--- src/rtl/ax25ahp_pkg.sv ---
`default_nettype none

package ax25ahp_pkg;

  // One input transaction: a raw frame byte plus the end-of-frame flag.
  typedef struct packed {
    logic [7:0] byte_value;
    logic       frame_end;
  } in_item_t;

  // One result transaction.
  typedef struct packed {
    logic [2:0]  result_kind;
    logic [1:0]  addr_role;
    logic [2:0]  repeater_index;
    logic [41:0] callsign;
    logic [2:0]  callsign_length;
    logic [3:0]  ssid;
    logic        repeated;
    logic [7:0]  data_byte;
    logic [2:0]  status;
    logic [8:0]  payload_length;
    logic        last;
  } out_item_t;

  // Results produced by one accepted byte, packed in delivery order.
  typedef struct packed {
    logic [1:0] cnt;
    out_item_t  item0;
    out_item_t  item1;
  } push_t;

  typedef enum logic [2:0] {
    KIND_ADDR    = 3'd0,
    KIND_CTRL    = 3'd1,
    KIND_PID     = 3'd2,
    KIND_PAYLOAD = 3'd3,
    KIND_STATUS  = 3'd4
  } kind_t;

  typedef enum logic [1:0] {
    ROLE_DEST     = 2'd0,
    ROLE_SOURCE   = 2'd1,
    ROLE_REPEATER = 2'd2
  } role_t;

  typedef enum logic [2:0] {
    ST_OK        = 3'd0,
    ST_SHORT     = 3'd1,
    ST_NO_SOURCE = 3'd2,
    ST_NO_CTRL   = 3'd3,
    ST_BAD_ADDR  = 3'd4,
    ST_UNTERM    = 3'd5
  } status_t;

  typedef enum logic [1:0] {
    PH_ADDR    = 2'd0,
    PH_CTRL    = 2'd1,
    PH_PID     = 2'd2,
    PH_PAYLOAD = 2'd3
  } phase_t;

  localparam logic [6:0] CHAR_SPACE  = 7'h20;
  localparam logic [6:0] CHAR_A      = 7'h41;
  localparam logic [6:0] CHAR_Z      = 7'h5A;
  localparam logic [6:0] CHAR_0      = 7'h30;
  localparam logic [6:0] CHAR_9      = 7'h39;
  localparam logic [3:0] MIN_FRAME   = 4'd14;
  localparam logic [3:0] COUNT_SAT   = 4'd15;
  localparam logic [2:0] SSID_OCTET  = 3'd6;

endpackage

`default_nettype wire

--- src/rtl/ax25ahp_parser.sv ---
`default_nettype none

module ax25ahp_parser #(
  parameter int MAX_REPEATERS = 8,
  parameter int MAX_PAYLOAD   = 256
) (
  input  wire logic               clk,
  input  wire logic               rst_n,
  input  wire logic               take,
  input  wire ax25ahp_pkg::in_item_t  item,
  output ax25ahp_pkg::push_t      push
);
  import ax25ahp_pkg::*;

  localparam int ACW = $clog2(MAX_REPEATERS + 3);
  localparam int PCW = $clog2(MAX_PAYLOAD + 1);

  logic [3:0]     fbc_r,  fbc_nxt;
  phase_t         phase_r, phase_nxt;
  logic [2:0]     abi_r,  abi_nxt;
  logic [ACW-1:0] acnt_r, acnt_nxt;
  logic [41:0]    call_r, call_nxt;
  logic           bad_r,  bad_nxt;
  status_t        err_r,  err_nxt;
  logic [PCW-1:0] pcnt_r, pcnt_nxt;

  logic [7:0] b;
  logic [6:0] c;
  logic       char_ok;
  logic       main_vld;
  out_item_t  main_item;
  out_item_t  stat_item;
  status_t    st;

  function automatic logic [2:0] trim_len(logic [41:0] call);
    logic [2:0] len;
    logic       stop;
    len  = 3'd6;
    stop = 1'b0;
    // char 0 here is the last character of the callsign
    for (int i = 0; i < 6; i++) begin
      if (!stop && call[7*i +: 7] == CHAR_SPACE) begin
        len = len - 3'd1;
      end else begin
        stop = 1'b1;
      end
    end
    return len;
  endfunction

  assign b = item.byte_value;
  assign c = b[7:1];
  assign char_ok = !b[0] && (c == CHAR_SPACE || (c >= CHAR_A && c <= CHAR_Z) ||
                             (c >= CHAR_0 && c <= CHAR_9));

  always_comb begin
    fbc_nxt   = fbc_r;
    phase_nxt = phase_r;
    abi_nxt   = abi_r;
    acnt_nxt  = acnt_r;
    call_nxt  = call_r;
    bad_nxt   = bad_r;
    err_nxt   = err_r;
    pcnt_nxt  = pcnt_r;
    main_vld  = 1'b0;
    main_item = '0;
    stat_item = '0;
    st        = ST_OK;
    push      = '0;

    if (take) begin
      if (fbc_r != COUNT_SAT) begin
        fbc_nxt = fbc_r + 4'd1;
      end

      if (err_r == ST_OK) begin
        unique case (phase_r)
          PH_ADDR: begin
            if (abi_r != SSID_OCTET) begin
              if (!char_ok) begin
                bad_nxt = 1'b1;
              end
              call_nxt = {call_r[34:0], c};
              abi_nxt  = abi_r + 3'd1;
            end else if (bad_r) begin
              err_nxt = ST_BAD_ADDR;
            end else begin
              main_vld                  = 1'b1;
              main_item.result_kind     = KIND_ADDR;
              if (acnt_r == ACW'(0)) begin
                main_item.addr_role = ROLE_DEST;
              end else if (acnt_r == ACW'(1)) begin
                main_item.addr_role = ROLE_SOURCE;
              end else begin
                main_item.addr_role      = ROLE_REPEATER;
                main_item.repeater_index = 3'(acnt_r - ACW'(2));
              end
              main_item.callsign        = call_r;
              main_item.callsign_length = trim_len(call_r);
              main_item.ssid            = b[4:1];
              main_item.repeated        = b[7];
              acnt_nxt = acnt_r + ACW'(1);
              abi_nxt  = '0;
              call_nxt = '0;
              bad_nxt  = 1'b0;
              if (b[0]) begin
                if (acnt_r == ACW'(0)) begin
                  err_nxt = ST_NO_SOURCE;
                end else begin
                  phase_nxt = PH_CTRL;
                end
              end else if (acnt_nxt >= ACW'(MAX_REPEATERS + 2)) begin
                err_nxt = ST_UNTERM;
              end
            end
          end
          PH_CTRL: begin
            main_vld              = 1'b1;
            main_item.result_kind = KIND_CTRL;
            main_item.data_byte   = b;
            phase_nxt             = PH_PID;
          end
          PH_PID: begin
            main_vld              = 1'b1;
            main_item.result_kind = KIND_PID;
            main_item.data_byte   = b;
            phase_nxt             = PH_PAYLOAD;
          end
          PH_PAYLOAD: begin
            if (pcnt_r < PCW'(MAX_PAYLOAD)) begin
              main_vld              = 1'b1;
              main_item.result_kind = KIND_PAYLOAD;
              main_item.data_byte   = b;
              pcnt_nxt              = pcnt_r + PCW'(1);
            end
          end
          default: ;
        endcase
      end

      if (item.frame_end) begin
        if (fbc_nxt < MIN_FRAME)        st = ST_SHORT;
        else if (err_nxt != ST_OK)      st = err_nxt;
        else if (phase_nxt == PH_ADDR)  st = ST_UNTERM;
        else if (phase_nxt != PH_PAYLOAD) st = ST_NO_CTRL;
        else                            st = ST_OK;
        stat_item.result_kind = KIND_STATUS;
        stat_item.status      = st;
        stat_item.payload_length = (st == ST_OK) ? 9'(pcnt_nxt) : 9'd0;
        stat_item.last        = 1'b1;
        fbc_nxt   = '0;
        phase_nxt = PH_ADDR;
        abi_nxt   = '0;
        acnt_nxt  = '0;
        call_nxt  = '0;
        bad_nxt   = 1'b0;
        err_nxt   = ST_OK;
        pcnt_nxt  = '0;
      end

      if (main_vld) begin
        push.item0 = main_item;
        push.item1 = stat_item;
        push.cnt   = item.frame_end ? 2'd2 : 2'd1;
      end else begin
        push.item0 = stat_item;
        push.cnt   = item.frame_end ? 2'd1 : 2'd0;
      end
    end
  end

  always_ff @(posedge clk) begin
    if (!rst_n) begin
      fbc_r   <= '0;
      phase_r <= PH_ADDR;
      abi_r   <= '0;
      acnt_r  <= '0;
      call_r  <= '0;
      bad_r   <= 1'b0;
      err_r   <= ST_OK;
      pcnt_r  <= '0;
    end else begin
      fbc_r   <= fbc_nxt;
      phase_r <= phase_nxt;
      abi_r   <= abi_nxt;
      acnt_r  <= acnt_nxt;
      call_r  <= call_nxt;
      bad_r   <= bad_nxt;
      err_r   <= err_nxt;
      pcnt_r  <= pcnt_nxt;
    end
  end

endmodule

`default_nettype wire

--- src/rtl/ax25ahp_outq.sv ---
`default_nettype none

module ax25ahp_outq (
  input  wire logic                 clk,
  input  wire logic                 rst_n,
  input  wire ax25ahp_pkg::push_t   push,
  input  wire logic                 pop,
  output ax25ahp_pkg::out_item_t    head,
  output logic [2:0]                level,
  output logic                      room2
);
  import ax25ahp_pkg::*;

  out_item_t  mem_r [4];
  logic [1:0] wp_r, wp_nxt;
  logic [1:0] rp_r, rp_nxt;
  logic [2:0] lvl_r, lvl_nxt;

  assign head  = mem_r[rp_r];
  assign level = lvl_r;
  assign room2 = (lvl_r < 3'd3);

  always_comb begin
    wp_nxt  = wp_r + push.cnt;
    rp_nxt  = rp_r + {1'b0, pop};
    lvl_nxt = lvl_r + {1'b0, push.cnt} - {2'b00, pop};
  end

  always_ff @(posedge clk) begin
    if (push.cnt != 2'd0) begin
      mem_r[wp_r] <= push.item0;
    end
    if (push.cnt == 2'd2) begin
      mem_r[wp_r + 2'd1] <= push.item1;
    end
  end

  always_ff @(posedge clk) begin
    if (!rst_n) begin
      wp_r  <= '0;
      rp_r  <= '0;
      lvl_r <= '0;
    end else begin
      wp_r  <= wp_nxt;
      rp_r  <= rp_nxt;
      lvl_r <= lvl_nxt;
    end
  end

endmodule

`default_nettype wire

--- src/rtl/ax25_address_header_parser.sv ---
`default_nettype none

// Channel  | Ports                          | Transaction
// ---------+--------------------------------+-----------------------------------
// input    | in_valid, in_ready, in_item    | one frame byte + frame_end flag
// result   | out_valid, out_ready, out_item | address, control, PID, payload
//          |                                | byte or closing frame status
//
// Each byte is decoded in the cycle it is accepted; its results (zero, one or
// two) land in a 4-entry result queue and are visible on the next cycle.
// One byte per cycle is accepted while the queue holds two or fewer results,
// so the sustained rate is one byte per cycle, bounded by the single output
// port when a frame-end byte also emits a data result (two results).
// rst_n (sync, active low) clears parser state and empties the queue.
// out_ready low stalls the input once three results are waiting in the queue.

module ax25_address_header_parser #(
  parameter int MAX_REPEATERS = 8,
  parameter int MAX_PAYLOAD   = 256
) (
  input  wire logic                   clk,
  input  wire logic                   rst_n,
  input  wire logic                   in_valid,
  output logic                        in_ready,
  input  wire ax25ahp_pkg::in_item_t  in_item,
  output logic                        out_valid,
  input  wire logic                   out_ready,
  output ax25ahp_pkg::out_item_t      out_item
);
  import ax25ahp_pkg::*;

  logic       take;
  logic       pop;
  logic       room2;
  logic [2:0] q_level;
  push_t      push;

  // accept a byte only when the queue has space for its worst-case two results
  assign in_ready  = room2;
  assign take      = in_valid && in_ready;
  assign out_valid = (q_level != 3'd0);
  assign pop       = out_valid && out_ready;

  ax25ahp_parser #(
    .MAX_REPEATERS (MAX_REPEATERS),
    .MAX_PAYLOAD   (MAX_PAYLOAD)
  ) u_parser (
    .clk   (clk),
    .rst_n (rst_n),
    .take  (take),
    .item  (in_item),
    .push  (push)
  );

  ax25ahp_outq u_outq (
    .clk   (clk),
    .rst_n (rst_n),
    .push  (push),
    .pop   (pop),
    .head  (out_item),
    .level (q_level),
    .room2 (room2)
  );

`ifndef ASSERT_OFF
  // queue never exceeds its four entries
  a_no_overflow: assert property (@(posedge clk) disable iff (!rst_n)
    q_level <= 3'd4)
    else $error("result queue overflow");

  // nothing is queued without an accepted byte
  a_push_needs_take: assert property (@(posedge clk) disable iff (!rst_n)
    !take |-> push.cnt == 2'd0)
    else $error("result pushed without input transaction");

  // a frame-end byte always yields a closing status as its final result
  a_end_status: assert property (@(posedge clk) disable iff (!rst_n)
    (take && in_item.frame_end) |->
      ((push.cnt == 2'd1 && push.item0.last) || (push.cnt == 2'd2 && push.item1.last)))
    else $error("frame end without closing status");

  // status results appear only on frame-end bytes
  a_status_only_at_end: assert property (@(posedge clk) disable iff (!rst_n)
    (take && !in_item.frame_end && push.cnt != 2'd0) |->
      (push.cnt == 2'd1 && !push.item0.last))
    else $error("status emitted mid-frame");
`endif

endmodule

`default_nettype wire
--- config.mk ---
export PLATFORM = sky130hd
export DESIGN_NAME = ax25_address_header_parser
export DESIGN_NICKNAME = d
export VERILOG_FILES = /design/src/rtl/ax25ahp_pkg.sv /design/src/rtl/ax25ahp_parser.sv /design/src/rtl/ax25ahp_outq.sv /design/src/rtl/ax25_address_header_parser.sv
export SDC_FILE = /design/constraint.sdc
export NUM_CORES = 1
export LEC_CHECK = 0
export CORE_MARGIN = 4
export CORE_UTILIZATION = 55
export CTS_CLUSTER_DIAMETER = 30
export DETAILED_ROUTE_END_ITERATION = 8
export DONT_BUFFER_PORTS = 1
export PLACE_DENSITY = 0.71
export SYNTH_ARGS = -nofsm -noshare
export SYNTH_HDL_FRONTEND = slang
export SYNTH_SLANG_ARGS = --single-unit
--- constraint.sdc ---
create_clock -name clk -period 5.8 [get_ports clk]
set_input_delay 0 -clock clk [delete_from_list [all_inputs] [get_ports clk]]
set_output_delay 0 -clock clk [all_outputs]
set_load 0.05 [all_outputs]
==> metrics.txt <==
ANT cells=0; RSZ-0062 raised after global routing=no; Reg2Reg Capture Point=u_outq.mem_r[2][57]; Final setup viols=0; DR iter-0 viols=1152; wire length of the first global-routing pass=67240 um; post-synthesis cell type count=81; initial antenna violation count=0; register area=a little over 8000 um^2; Root Buffer=clkbuf_16; most common cell in the synthesized netlist=dfxtp_1; initial cell density of the core=0.5576; CP max FO=65; status=complete, no violations; post-route setup TNS=0 ps; leakage power=roughly 0.0066 uW; Finished Layout Cells=1974; post-synth top area cell=dfxtp_1; max_cap viols=0; Worst-Skew Late Latency=570 ps; IO Pins=94; DRT Pass-1 Iters=5; Setup Skew=25.58 ps; Top FF cell, synth=dfxtp_1; Total Nets Final=~1600; die area=31980 um^2; Peak Freq=234.8 MHz; row count=62; Die Width=178.8 um; power per standard cell area=422.2 nW/um^2; Fillers=2156; HPWL Detailed=roughly 25000 um; GRT overflow=0; worst vdd ir=255.5 uV; Die Height=178.8 um; r2r startpoint=u_parser.phase_r[1]; CTS clock-pin slew for the worst setup and hold paths=50 ps; WS Path Type=reg2reg; antenna viol nets, final=0; Pins Over Slew Limit=0; post-CTS resize count=0; sequential cell area fraction in the yosys report=0.5152; worst reg-to-reg path cell count=12; vias in the first global route=12170; DRC viols=0; post-place setup slack=1603 ps; Core ar.=28780 um^2; synth-to-layout area growth=17.32%; largest net degree at the start of global routing=67; dpl cells=1827; Setup crit end kind=flop; Hold Vio Cnt, Final=0; Post-Route WL=42140 um; Least-Margin Pin Slew=1186 ps; I/O Buffers=0; Hold Path Class=in2reg; critical path startpoint category=flop; Via Count=12290; period utilization=0.7342; reg2reg setup slack=1540 ps; WP data required=6280 ps; drt via density=6.226; Synth top cells by count=335 x dfxtp_1, 272 x nand2_1, 145 x o21ai_0, 84 x clkbuf_1, 78 x mux4_2; number of synthesized flops with an enable pin=52; #FFs+latches synth=387; synthesized area=roughly 16000 um^2; CP endpoint=u_outq.mem_r[2][57]; Yosys warnings=0; Worst Setup SP=u_parser.phase_r[1]; syn_area_per_cell=10.35 um^2; Syn Inst Count=1550; Syn Nets=~1600; CTS tree=built; Data arrival, critical path=4740 ps; share of cells above drive strength 1=0.1660; WL/cell=between 20 and 25 um; min Tclk post-route=4258 ps; clock sinks=387; area of the multi-input gates=7119 um^2; slew margin rel.=0.2069; postcts setup bufs=0; Synth async-reset ratio=0; H-tree Lvls=3; worst setup margin=approximately 1500 ps; top post-synthesis cells by area=dfxtp_1 42%, mux4_2 11%, edfxtp_1 9.7%; total global-route track usage=0.2640; number of buffers created by CTS=73; GPL Wtd Cong=0.8600; share of the synthesized area in the top cell type=0.4179; Clock Tree Buf Depth=3
==> final cells by class <==
class | count | area share
clock inverter | 46 | 0.02871
clock buffer | 89 | 0.1084
tap | 384 | 0.02552
multi-input combinational | 1012 | 0.3781
inverter | 24 | 0.004784
timing repair buffer | 32 | 0.01502
sequential | 387 | 0.4395
==> cell usage in the layout (no fill, tap or decap), types with 5 or more instances in the layout <==
cell / instances
a21o_1: 6
a21oi_1: 58
a22o_1: 73
a31oi_1: 6
a32o_1: 29
and2_1: 6
and3_1: 6
buf_4: 19
bufinv_16: 8
clkbuf_16: 76
clkbuf_8: 9
clkinv_2: 16
clkinv_4: 5
dfxtp_1: 333
dlygate4sd3_1: 12
edfxtp_1: 52
ha_1: 19
inv_1: 21
inv_6: 11
mux2i_1: 7
mux4_2: 78
nand2_1: 272
nand2b_1: 8
nand3_1: 52
nand4_1: 10
nor2_1: 48
nor3_1: 48
nor3b_1: 5
o21ai_0: 145
o21ai_1: 36
or3_1: 6
xnor2_1: 10
==> cell families (layout without fill, tap and decap cells) <==
logic type                 after synthesis  count (layout)  share of synthesized area
muxes                                   88              88                     0.1159
and+or+nand+nor                        504             504                     0.1463
xor gates and xnor gates                13              13                   0.007094
DFF                                    387             387                     0.5152
buffers and inverters                  151             191                    0.04296
AOI/OAI and AO/OA                      387             387                     0.1565
adders and majority gates               20              20                    0.01606
==> power by group <==
group	total [uW]	internal [uW]	switching [uW]
sequential	2900	2760	137
combinational	720	230	490
clock	4330	2890	1440
==> timing repair <==
item,in CTS,in global routing
hold endpoints to repair,175,0
hold buffers,12,0
endpoints found under the setup margin,0,0
==> worst min-delay path by stage <==
stage                    start             endpoint  slack (ps)  cells past startpoint
finish              in_item[8]       u_parser.bad_r          50                      3
floorplan           in_item[7]  u_outq.mem_r[0][19]         130                      1
global placement         rst_n      u_outq.level[0]         130                      1
detailed placement       rst_n       u_outq.wp_r[0]         130                      1
CTS                 in_item[8]       u_parser.bad_r          40                      3
global route        in_item[8]       u_parser.bad_r          70                      3
==> layer usage <==
layer	track usage	part of all wire	up-vias
li1	-	-	5658
met1	0.3606	0.42	6051
met2	0.4139	0.47	505
met3	0.06685	0.086	77
met4	0.08698	0.022	0
met5	0	0	-
==> worst max-delay path, stage by stage, from the launching register on <==
cell,delay (ps)
dfxtp_1,370
inv_1,140
ha_1,390
nor2_1,90
a221oi_2,740
ha_1,440
or2_0,360
nand4_1,170
buf_4,290
and2_2,200
buf_4,690
nand2_1,140
o21ai_0,110
==> state kept, by name, summed over array words and instances, names as in the netlist, 3 cells and up <==
signal,count
u_parser.abi_r,3
u_parser.acnt_r,4
u_parser.call_r,42
u_parser.pcnt_r,9
u_parser.err_r,3
u_outq.mem_r,312
u_outq.level,3
u_parser.fbc_r,4
==> stage by stage <==
stage | hold WS, ps | utilization | area [um^2] | power (uW)
2_1_floorplan | 125.7 | - | 16050 | 3502
3_3_place_gp | 126.2 | 0.5604 | 16130 | 3648
3_5_place_dp | 128.9 | 0.5604 | 16130 | 3652
4_1_cts | 38.75 | 0.6542 | 18830 | 7984
5_1_grt | 73.94 | 0.6542 | 18830 | 8187
6_report | 51.25 | 0.6542 | 18830 | 7950
(Power assumes the default switching activity.)
